`src/rtl/core/cbsp_pkg.sv`:
```
// ----------------------------------------------------------------------------
// cbsp_pkg
// Shared constants and types for the clocked bit-serial physical layer.
// ----------------------------------------------------------------------------
package cbsp_pkg;

  // Number of bits that make up one serial word.
  localparam int BITS_PER_WORD = 8;

  // Width of the byte-wide data paths.
  localparam int BYTE_W = 8;

  // Bit index counter width; it counts 0 .. BITS_PER_WORD-1.
  localparam int IDX_W = (BITS_PER_WORD > 1) ? $clog2(BITS_PER_WORD) : 1;

  // Last bit index of a word.
  localparam logic [IDX_W-1:0] LAST_IDX = IDX_W'(BITS_PER_WORD - 1);

  // Byte handed from the interface to the transmitter on a falling
  // interface-clock edge with a request.
  typedef struct packed {
    logic              load;
    logic [BYTE_W-1:0] data;
  } tx_load_t;

  // Completed byte held by the receiver until the interface presents it.
  typedef struct packed {
    logic              have;
    logic [BYTE_W-1:0] data;
  } rx_status_t;

endpackage

```
`src/rtl/core/clocked_bit_serial_phy.sv`:
```
// ----------------------------------------------------------------------------
// clocked_bit_serial_phy
// Byte-wide bit-serial physical layer driven by sampled pin levels.
//
//   Channel  Direction  Handshake            Payload
//   in       to block   in_valid / in_stall   tx_clock_level, rx_clock_level,
//                                             rx_line, iface_clock_level,
//                                             tx_request, tx_byte
//   out      from block out_valid / out_stall tx_line, rx_ready, rx_byte,
//                                             busy_res
//
// Each sample moves from the input register into the interface, transmit and
// receive state, whose pin registers are the result. A new sample is taken
// every cycle unless the input stalls.
// Synchronous reset clears both valid flags and all state but sampled inputs.
// A stall on the output holds the result and the sample waiting behind it;
// the input stalls only when both are full.
// ----------------------------------------------------------------------------
module clocked_bit_serial_phy (
  input  logic                        clk,
  input  logic                        rst,
  input  logic                        in_valid,
  output logic                        in_stall,
  input  logic                        tx_clock_level,
  input  logic                        rx_clock_level,
  input  logic                        rx_line,
  input  logic                        iface_clock_level,
  input  logic                        tx_request,
  input  logic [cbsp_pkg::BYTE_W-1:0] tx_byte,
  output logic                        out_valid,
  input  logic                        out_stall,
  output logic                        tx_line,
  output logic                        rx_ready,
  output logic [cbsp_pkg::BYTE_W-1:0] rx_byte,
  output logic                        busy_res
);

  logic                        s_valid;
  logic                        s_tx_clock;
  logic                        s_rx_clock;
  logic                        s_rx_line;
  logic                        s_iface_clock;
  logic                        s_request;
  logic [cbsp_pkg::BYTE_W-1:0] s_byte;

  logic                        step;
  logic                        tx_busy;
  logic                        rx_take;
  cbsp_pkg::tx_load_t          tx_load;
  cbsp_pkg::rx_status_t        rx_status;

  // A held sample is processed whenever the result register is free.
  assign step     = s_valid && (!out_valid || !out_stall);
  assign in_stall = s_valid && !step;

  // Input sample register.
  always_ff @(posedge clk) begin
    if (rst) begin
      s_valid <= 1'b0;
    end else if (!in_stall) begin
      s_valid <= in_valid;
    end
  end

  always_ff @(posedge clk) begin
    if (!in_stall) begin
      s_tx_clock    <= tx_clock_level;
      s_rx_clock    <= rx_clock_level;
      s_rx_line     <= rx_line;
      s_iface_clock <= iface_clock_level;
      s_request     <= tx_request;
      s_byte        <= tx_byte;
    end
  end

  // Result valid flag; the pin registers in the units hold the payload.
  always_ff @(posedge clk) begin
    if (rst) begin
      out_valid <= 1'b0;
    end else if (!out_valid || !out_stall) begin
      out_valid <= s_valid;
    end
  end

  cbsp_iface u_iface (
    .clk               (clk),
    .rst               (rst),
    .step              (step),
    .iface_clock_level (s_iface_clock),
    .tx_request        (s_request),
    .tx_byte           (s_byte),
    .tx_busy           (tx_busy),
    .rx_status         (rx_status),
    .tx_load           (tx_load),
    .rx_take           (rx_take),
    .rx_ready          (rx_ready),
    .rx_byte           (rx_byte),
    .busy_res          (busy_res)
  );

  cbsp_tx u_tx (
    .clk            (clk),
    .rst            (rst),
    .step           (step),
    .tx_clock_level (s_tx_clock),
    .tx_load        (tx_load),
    .tx_busy        (tx_busy),
    .tx_line        (tx_line)
  );

  cbsp_rx u_rx (
    .clk            (clk),
    .rst            (rst),
    .step           (step),
    .rx_clock_level (s_rx_clock),
    .rx_line        (s_rx_line),
    .rx_take        (rx_take),
    .rx_status      (rx_status)
  );

endmodule

```
`src/rtl/core/cbsp_iface.sv`:
```
// ----------------------------------------------------------------------------
// cbsp_iface
// Upper-layer interface: detects interface-clock edges, passes a byte to the
// transmitter on a falling edge and presents receive status on a rising edge.
// ----------------------------------------------------------------------------
module cbsp_iface (
  input  logic                           clk,
  input  logic                           rst,
  input  logic                           step,
  input  logic                           iface_clock_level,
  input  logic                           tx_request,
  input  logic [cbsp_pkg::BYTE_W-1:0]    tx_byte,
  input  logic                           tx_busy,
  input  cbsp_pkg::rx_status_t           rx_status,
  output cbsp_pkg::tx_load_t             tx_load,
  output logic                           rx_take,
  output logic                           rx_ready,
  output logic [cbsp_pkg::BYTE_W-1:0]    rx_byte,
  output logic                           busy_res
);

  logic iface_clock_prev;
  logic rise;
  logic fall;

  // Edge detection against the previous sample.
  assign rise = !iface_clock_prev && iface_clock_level;
  assign fall = iface_clock_prev && !iface_clock_level;

  // A falling edge with a request hands the byte to the transmitter.
  assign tx_load.load = step && fall && tx_request;
  assign tx_load.data = tx_byte;

  // A rising edge consumes a held received byte.
  assign rx_take = step && rise && rx_status.have;

  // Edge history and presented status.
  always_ff @(posedge clk) begin
    if (rst) begin
      iface_clock_prev <= 1'b0;
      rx_ready         <= 1'b0;
      rx_byte          <= '0;
      busy_res         <= 1'b0;
    end else if (step) begin
      iface_clock_prev <= iface_clock_level;
      if (rise) begin
        rx_ready <= rx_status.have;
        busy_res <= tx_busy;
        if (rx_status.have) begin
          rx_byte <= rx_status.data;
        end
      end
    end
  end

endmodule

```
`src/rtl/core/cbsp_tx.sv`:
```
// ----------------------------------------------------------------------------
// cbsp_tx
// Transmitter: loads a byte from the interface and shifts it out MSB first,
// one bit per rising transmit-clock edge.
// ----------------------------------------------------------------------------
module cbsp_tx (
  input  logic                 clk,
  input  logic                 rst,
  input  logic                 step,
  input  logic                 tx_clock_level,
  input  cbsp_pkg::tx_load_t   tx_load,
  output logic                 tx_busy,
  output logic                 tx_line
);

  logic [cbsp_pkg::BYTE_W-1:0] tx_shift;
  logic [cbsp_pkg::IDX_W-1:0]  tx_bit_index;
  logic                        tx_active;
  logic                        tx_clock_prev;

  logic [cbsp_pkg::BYTE_W-1:0] shift_ld;
  logic [cbsp_pkg::IDX_W-1:0]  index_ld;
  logic                        active_ld;
  logic                        shift_en;

  // A load replaces the byte and restarts the bit index in the same sample.
  assign shift_ld  = tx_load.load ? tx_load.data : tx_shift;
  assign index_ld  = tx_load.load ? '0 : tx_bit_index;
  assign active_ld = tx_load.load || tx_active;
  assign shift_en  = active_ld && !tx_clock_prev && tx_clock_level;

  assign tx_busy = tx_active;

  // Shift register, bit counter and line driver.
  always_ff @(posedge clk) begin
    if (rst) begin
      tx_shift      <= '0;
      tx_bit_index  <= '0;
      tx_active     <= 1'b0;
      tx_clock_prev <= 1'b0;
      tx_line       <= 1'b0;
    end else if (step) begin
      tx_clock_prev <= tx_clock_level;
      if (shift_en) begin
        tx_line  <= shift_ld[cbsp_pkg::BYTE_W-1];
        tx_shift <= {shift_ld[cbsp_pkg::BYTE_W-2:0], 1'b0};
        if (index_ld == cbsp_pkg::LAST_IDX) begin
          tx_active    <= 1'b0;
          tx_bit_index <= '0;
        end else begin
          tx_active    <= 1'b1;
          tx_bit_index <= index_ld + 1'b1;
        end
      end else begin
        tx_shift     <= shift_ld;
        tx_active    <= active_ld;
        tx_bit_index <= index_ld;
      end
    end
  end

endmodule

```
`src/rtl/core/cbsp_rx.sv`:
```
// ----------------------------------------------------------------------------
// cbsp_rx
// Receiver: samples the data line MSB first on each falling receive-clock
// edge and holds each completed byte until the interface takes it.
// ----------------------------------------------------------------------------
module cbsp_rx (
  input  logic                   clk,
  input  logic                   rst,
  input  logic                   step,
  input  logic                   rx_clock_level,
  input  logic                   rx_line,
  input  logic                   rx_take,
  output cbsp_pkg::rx_status_t   rx_status
);

  logic [cbsp_pkg::BYTE_W-1:0] rx_shift;
  logic [cbsp_pkg::IDX_W-1:0]  rx_bit_index;
  logic                        rx_clock_prev;
  logic                        rx_have_byte;
  logic [cbsp_pkg::BYTE_W-1:0] rx_held_byte;

  logic                        sample;
  logic [cbsp_pkg::BYTE_W-1:0] shift_next;

  assign sample     = rx_clock_prev && !rx_clock_level;
  assign shift_next = {rx_shift[cbsp_pkg::BYTE_W-2:0], rx_line};

  assign rx_status.have = rx_have_byte;
  assign rx_status.data = rx_held_byte;

  // Shift in, count bits and hold the finished byte. A byte completed in the
  // same sample as a take stays held for the next presentation.
  always_ff @(posedge clk) begin
    if (rst) begin
      rx_shift      <= '0;
      rx_bit_index  <= '0;
      rx_clock_prev <= 1'b0;
      rx_have_byte  <= 1'b0;
      rx_held_byte  <= '0;
    end else if (step) begin
      rx_clock_prev <= rx_clock_level;
      if (sample && rx_bit_index == cbsp_pkg::LAST_IDX) begin
        rx_held_byte <= shift_next;
        rx_have_byte <= 1'b1;
        rx_shift     <= '0;
        rx_bit_index <= '0;
      end else begin
        if (rx_take) begin
          rx_have_byte <= 1'b0;
        end
        if (sample) begin
          rx_shift     <= shift_next;
          rx_bit_index <= rx_bit_index + 1'b1;
        end
      end
    end
  end

endmodule
```
`config.mk`:
```
export PLATFORM = sky130hd
export DESIGN_NAME = clocked_bit_serial_phy
export DESIGN_NICKNAME = d
export VERILOG_FILES = /design/src/rtl/core/cbsp_pkg.sv /design/src/rtl/core/clocked_bit_serial_phy.sv /design/src/rtl/core/cbsp_iface.sv /design/src/rtl/core/cbsp_tx.sv /design/src/rtl/core/cbsp_rx.sv
export SDC_FILE = /design/constraint.sdc
export NUM_CORES = 1
export LEC_CHECK = 0
export ABC_AREA = 1
export BUFFER_PORTS_ARGS = -buffer_cell sky130_fd_sc_hd__buf_2
export CORE_UTILIZATION = 32
export DETAILED_ROUTE_END_ITERATION = 8
export HOLD_SLACK_MARGIN = 0.06
export PLACE_DENSITY = 0.51
export SLEW_MARGIN = 20
export SYNTH_ARGS = -nofsm -noshare
export SYNTH_HDL_FRONTEND = slang
export SYNTH_SLANG_ARGS = --single-unit
```
`constraint.sdc`:
```
create_clock -name clk -period 3.2 [get_ports clk]
set_input_delay 0.32 -clock clk [delete_from_list [all_inputs] [get_ports clk]]
set_output_delay 0.32 -clock clk [all_outputs]
set_load 0.1 [all_outputs]
```
==> out/metrics.csv, run 1 <==
metric,value,unit
outcome,"complete, no violations",
Final period util,67.5,%
synth top area cells,"dfxtp_1 39%, edfxtp_1 16%, nor2_1 7.2%, o21ai_0 6.6%, nand2_1 6.2%",
Leakage,1.23,nW
Area Overhead vs Synth,17.4,%
CTS Root Cell,clkbuf_8,
post-route ant nets,0,
post-synthesis simple-gate area fraction,22.4,%
cts bufs inserted,9,
die width,88.8,um
Fmax achieved,463,MHz
setup TNS,0,ns
final setup vio count,0,
mux share of post-synthesis cell area,0,%
Initial Util,33.2,%
worst skew pair latency,0.34,ns
cts-stage hold buffer count,0,
num rows,31,
synth unique cells,24,
Compound-Gate Fraction of Synth Area,13.1,%
Post-Synth XOR/XNOR Area,0,%
Slew Limit Fails,0,
Max VDD drop,0.313,mV
Slew @ Worst Pin,0.850,ns
GRT overflow,0,
DR vias/cell,4.41,
Post-Syn Area,0.00241,sq mm
DRT iter0 DRCs,80,
CTS tree,built,
fill cell count,757,
dpl hpwl,2.91,mm
pin count of the biggest net entering global routing,32,
FF/Latch Area,0.00133,sq mm
Worst Setup End Kind,flip-flop,
GRT Util Overall,12.8,%
asr flop ratio synth,0,%
RSZ-0062 raised after global routing,false,
Finished Layout Cells,420,
Post-route DRC,0,
adder-cell share of the synthesized area,2.08,%
critical path class,flip-flop to flip-flop,
Yosys warning count,0,
CTS Sinks,60,
minimum clock period,2.16,ns
final WL,4.39,mm
ant diodes,0,
"Arr. time, crit path",2.40,ns
"Avg Cell Area, Syn",8.36,sq um
layout cells sized above 1,17.8,%
die area,0.00788,sq mm
syn_nets,309,
"count leader, synth",dfxtp_1,
die height,88.8,um
vias,1854,
Synth top area share,39.1,%
Max transition margin,43.3,%
core area,0.00725,sq mm
IO buf count,29,
Max-cap violations,0,
clock skew,0.00803,ns
DRT Pass-1 Iters,4,
post-CTS setup buffer count,0,
WHS,0.151,ns
initial antenna violation count,0,
Routed wire per std cell,10.4,um
Min-Delay Path Class,primary input to flip-flop,
Mapped Cells,288,
# nets final,337,
"Seq/Total Area, Yosys",55.3,%
area of the multi-input gates,910,sq um
Worst-path clk slew,0.07,ns
vias in the first global route,1610,
placed insts,404,
Post-synth top cells,"47 x dfxtp_1, 46 x nor2_1, 40 x nand2_1",
"area leader, netlist",dfxtp_1,
GP Congestion,0.734,
Startpoint Class,flip-flop,
"Primary FF master, synth",dfxtp_1,
synthesis-stage register bit count,60,
IO Count,30,
Fin. Hold Viols,0,
largest family of logic cells by synthesized area,simple AND/OR/NAND/NOR gates,
first-pass GRT wire length,7.44,mm
PwrDens,543,mW/mm^2
"EDFF count, synth",13,
CTS max path bufs,2,
Max Fanout on Critical Path,22,
cts repair resizes,0,
H-tree levels,3,
Worst Path Required,3.44,ns
-- path summary, 6_finish.rpt --
check	from	end	slack, ns	depth (start not counted)
worst max-delay path	out_valid	u_iface.rx_byte[5]	1.04	8
worst min-delay path	tx_byte[0]	s_byte[0]	0.15	1
worst max register to register	out_valid	u_iface.rx_byte[5]	1.04	8
worst min register to register	u_iface.rx_ready	u_iface.rx_ready	0.46	2
-- cells in the final DEF (no fill, tap or decap), drive strengths merged --
cell type / synthesis / final
a211oi: 2 / 2
a21oi: 23 / 23
a311oi: 1 / 1
buf: 6 / 29
bufinv: 0 / 1
clkbuf: 6 / 9
clkinv: 0 / 5
clkinvlp: 0 / 1
dfxtp: 47 / 47
edfxtp: 13 / 13
ha: 4 / 4
inv: 31 / 31
nand2: 44 / 44
nand3: 23 / 23
nor2: 51 / 51
nor3: 2 / 2
o21a: 1 / 1
o21ai: 34 / 34
-- through the flow --
step                cell area [sq um]  setup WS, ns  power [W]  utilization (%)
floorplan                        2410         0.414   0.000857                -
global placement                 2630         0.968   0.000875             36.2
detailed placement               2630         0.897   0.000875             36.2
CTS                              2830          1.02    0.00156             39.0
global route                     2830         0.794    0.00161             39.0
finish                           2830          1.04    0.00153             39.0
-- cell families (layout without fill, tap and decap cells) --
family / count (synthesis) / after routing
and+or+nand+nor: 120 / 120
AOI/OAI and AO/OA: 61 / 61
DFF: 60 / 60
buffers and inverters: 43 / 76
adders and majority gates: 4 / 4
-- final cells by class --
type / count / area share [%]
multi-input combinational: 185 / 32.2
inverter: 31 / 4.12
tap: 99 / 4.38
timing repair buffer: 29 / 5.13
clock inverter: 7 / 2.74
sequential: 60 / 47.1
clock buffer: 9 / 4.38
-- routing by layer --
| layer | wire length (um) | track usage (%) | part of all wire (%) |
|---|---|---|---|
| met5 | 0 | 0 | 0 |
| met4 | 106 | 5.72 | 2.4 |
| met1 | 2280 | 16.5 | 52 |
| met2 | 1760 | 18.4 | 40 |
| met3 | 239 | 5.88 | 5.4 |
-- registers in the layout, indices dropped and copies added (netlist names), 3 cells and up --
name	count
u_tx.tx_shift	8
u_rx.rx_held_byte	8
u_rx.rx_bit_index	3
u_iface.rx_byte	8
s_byte	8
u_rx.rx_shift	7
u_tx.tx_bit_index	3
-- worst max-delay path: stages (launching register included) --
cell and delay (ns):
dfxtp_1 0.32, nand2_2 0.09, nand2_2 0.25, inv_1 0.54
nand2_1 0.17, nor2_2 0.18, nand2_1 0.20, o21ai_0 0.24
nor2_1 0.05
-- where the power goes --
| group | total, W | switching, W | internal (W) |
|---|---|---|---|
| clock | 0.000676 | 0.000314 | 0.000363 |
| sequential | 0.000795 | 0.00000732 | 0.000788 |
| combinational | 0.0000626 | 0.0000467 | 0.0000159 |
| total | 0.00153 | 0.000368 | 0.00117 |
Power figures use the tool's default switching activity.
==> run 2, diff against run 1 <==
- ABC_AREA: 1 -> 0
- clock period: 3.2 -> 2.1 ns (I/O delays scaled with it)
==> run 2 against run 1 <==
Effect of this change: clock skew is essentially flat; critical path depth shrank 1; routed wire length grew 12%; die area grew 0.36%; count of clock-buffer cells in the layout grew 2; non-clock buffer count grew 26; critical path type unchanged.
==> out/metrics.csv, run 2 <==
metric,value,unit,change
Worst Setup End Kind,flip-flop,,unchanged
pin count of the biggest net entering global routing,39,,was 32
Synth top area share,38.9,%,was 39.1%
fill cell count,748,,was 757
ant diodes,0,,unchanged
CTS max path bufs,2,,unchanged
CP max stage delay,0.44,ns,was 0.54 ns
Final Cell Area,0.00300,sq mm,was 0.00283 sq mm
Area Overhead vs Synth,24.3,%,was 17.4%
GRT Util Overall,13.8,%,was 12.8%
most frequent cells in the layout,"46 x dfxtp_1, 35 x nand2_1, 33 x a21oi_1",,"was 47 x dfxtp_1, 45 x nor2_1, 40 x nand2_1"
synth unique cells,37,,was 24
die width,88.9,um,was 88.8 um
Min-Delay Path Class,primary input to flip-flop,,unchanged
DP Area,0.00270,sq mm,was 0.00263 sq mm
die height,88.9,um,was 88.8 um
Crit path max-delay family,simple AND/OR/NAND/NOR gates,,unchanged
IO Count,30,,unchanged
post-route setup slack,0.257,ns,was 1.04 ns
Startpoint Class,flip-flop,,unchanged
minimum clock period,1.84,ns,was 2.16 ns
DR vias/cell,4.71,,was 4.41
final setup vio count,0,,unchanged
worst skew pair latency,0.34,ns,about the same
Slew @ Worst Pin,0.491,ns,was 0.850 ns
cts repair resizes,0,,unchanged
H-tree levels,3,,unchanged
initial antenna violation count,0,,unchanged
pre-CTS setup slack,0.276,ns,was 0.897 ns
vias in the first global route,1614,,was 1610
"Primary FF master, synth",dfxtp_1,,unchanged
DRT Pass-1 Iters,4,,unchanged
Initial Util,33.2,%,about the same
layout cells sized above 1,22.4,%,was 17.8%
clock skew,0.00785,ns,was 0.00803 ns
Max Fanout on Critical Path,5,,was 22
synthesis-stage register bit count,60,,unchanged
Fin. Hold Viols,0,,unchanged
critical path class,flip-flop to flip-flop,,unchanged
cts bufs inserted,9,,unchanged
GRT overflow,0,,unchanged
outcome,"complete, no violations",,unchanged
# nets final,311,,was 337
vias,1856,,was 1854
Leakage,1.20,nW,was 1.23 nW
die area,0.00791,sq mm,was 0.00788 sq mm
CP max stage cell,edfxtp_1,,was inv_1
"count leader, synth",dfxtp_1,,unchanged
"area leader, netlist",dfxtp_1,,unchanged
Routed wire per std cell,12.5,um,was 10.4 um
IO buf count,29,,unchanged
FF/Latch Area,0.00133,sq mm,about the same
asr flop ratio synth,0,%,unchanged
Fmax achieved,543,MHz,was 463 MHz
Slew Limit Fails,0,,unchanged
Post-Syn Area,0.00242,sq mm,was 0.00241 sq mm
r2r setup slk,0.26,ns,was 1.04 ns
critical path cell sequence,nand3b_1 -> nor2_1 -> nor2b_1 -> ha_1 -> ha_1 -> a22oi_1 -> nor2_1,,was nand2_2 -> nand2_2 -> inv_1 -> nand2_1 -> nor2_2 -> nand2_1 -> o21ai_0 -> nor2_1
PwrDens,749,mW/mm^2,was 543 mW/mm^2
core area,0.00729,sq mm,was 0.00725 sq mm
Worst Path Required,2.31,ns,was 3.44 ns
Yosys warning count,0,,unchanged
post-layout util,41.2,%,was 39.0%
crit path buf inv count,0,,was 1
Post-synth top cells,"47 x dfxtp_1, 35 x nand2_1, 33 x a21oi_1",,"was 47 x dfxtp_1, 46 x nor2_1, 40 x nand2_1"
Max-cap violations,0,,unchanged
final WL,4.94,mm,was 4.39 mm
area of the multi-input gates,987,sq um,was 910 sq um
Max transition margin,67.5,%,was 43.3%
synth top area cells,"dfxtp_1 39%, edfxtp_1 16%, a21oi_1 6.8%, nand2_1 5.4%, mux2i_1 3.7%",,"was dfxtp_1 39%, edfxtp_1 16%, nor2_1 7.2%, o21ai_0 6.6%, nand2_1 6.2%"
num rows,31,,unchanged
Post-route DRC,0,,unchanged
"EDFF count, synth",13,,unchanged
setup TNS,0,ns,unchanged
RSZ-0062 raised after global routing,false,,unchanged
syn_nets,261,,was 309
"Arr. time, crit path",2.05,ns,was 2.40 ns
post-route ant nets,0,,unchanged
CTS tree,built,,unchanged
"Seq/Total Area, Yosys",55.1,%,was 55.3%
Max VDD drop,0.409,mV,was 0.313 mV
DRT iter0 DRCs,96,,was 80
CTS Root Cell,clkbuf_8,,unchanged
Worst-path clk slew,0.06,ns,was 0.07 ns
"commonest non-fill, non-tap cell in the layout",dfxtp_1,,unchanged
GP Congestion,0.742,,was 0.734
Final period util,87.7,%,was 67.5%
CTS Sinks,60,,unchanged
Mapped Cells,240,,was 288
dpl hpwl,3.17,mm,was 2.91 mm
first-pass GRT wire length,7.94,mm,was 7.44 mm
"Avg Cell Area, Syn",10.1,sq um,was 8.36 sq um
[run 2: cell type report]
type | count | share of cell area (%)
flip-flops and latches | 60 | 44.4
repair buffers | 55 | 12.4
well taps | 99 | 4.12
multi-input cells | 162 | 32.9
clock inverters | 5 | 1.17
clock buffers | 11 | 4.71
inverters | 2 | 0.375
[run 2: path summary, 6_finish.rpt]
kind                         from                   end  cells after the start
max                 s_iface_clock  u_tx.tx_bit_index[2]                      7
min                      in_valid               s_valid                      2
max reg2reg         s_iface_clock  u_tx.tx_bit_index[2]                      7
min reg2reg  u_rx.rx_held_byte[3]  u_rx.rx_held_byte[3]                      2
[run 2: cell families (layout without fill, tap and decap cells)]
family	count (synthesis)	in the layout	share of synthesized area, %
multiplexers	9	9	3.73
AND/OR/NAND/NOR	93	93	20.4
flip-flops	60	60	55.1
buffers and inverters	18	73	4.09
AO/OA/AOI/OAI	56	56	14.6
adder cells (fa/ha/maj)	4	4	2.07
[run 2: power breakdown]
part | internal (W) | switching [W]
logic | 0.0000485 | 0.0000625
registers | 0.00120 | 0.0000173
clock network | 0.000463 | 0.000461
total | 0.00171 | 0.000541
[run 2: through the flow]
step	total power, W	instances	hold slack [ns]
6_report	0.00225	394	0.0871
5_1_grt	0.00235	394	0.0768
4_1_cts	0.00229	394	0.0696
3_5_place_dp	0.00133	365	0.388
3_3_place_gp	0.00133	365	0.386
2_1_floorplan	0.00130	240	0.309
[run 2: layer usage]
metal | share of wire, % | global-route usage [%] | vias to the layer above
li1 | - | - | 953
met1 | 55 | 20.6 | 854
met2 | 40 | 16.8 | 41
met3 | 3.8 | 4.16 | 8
met4 | 1.9 | 8.80 | 0
met5 | 0 | 0 | -
[run 2: repair_timing]
action | CTS | global route
endpoints found under the setup margin | 0 | 0
buffers inserted | 0 | 0
hold buffers | 13 | 0
endpoints found under the hold margin | 13 | 0
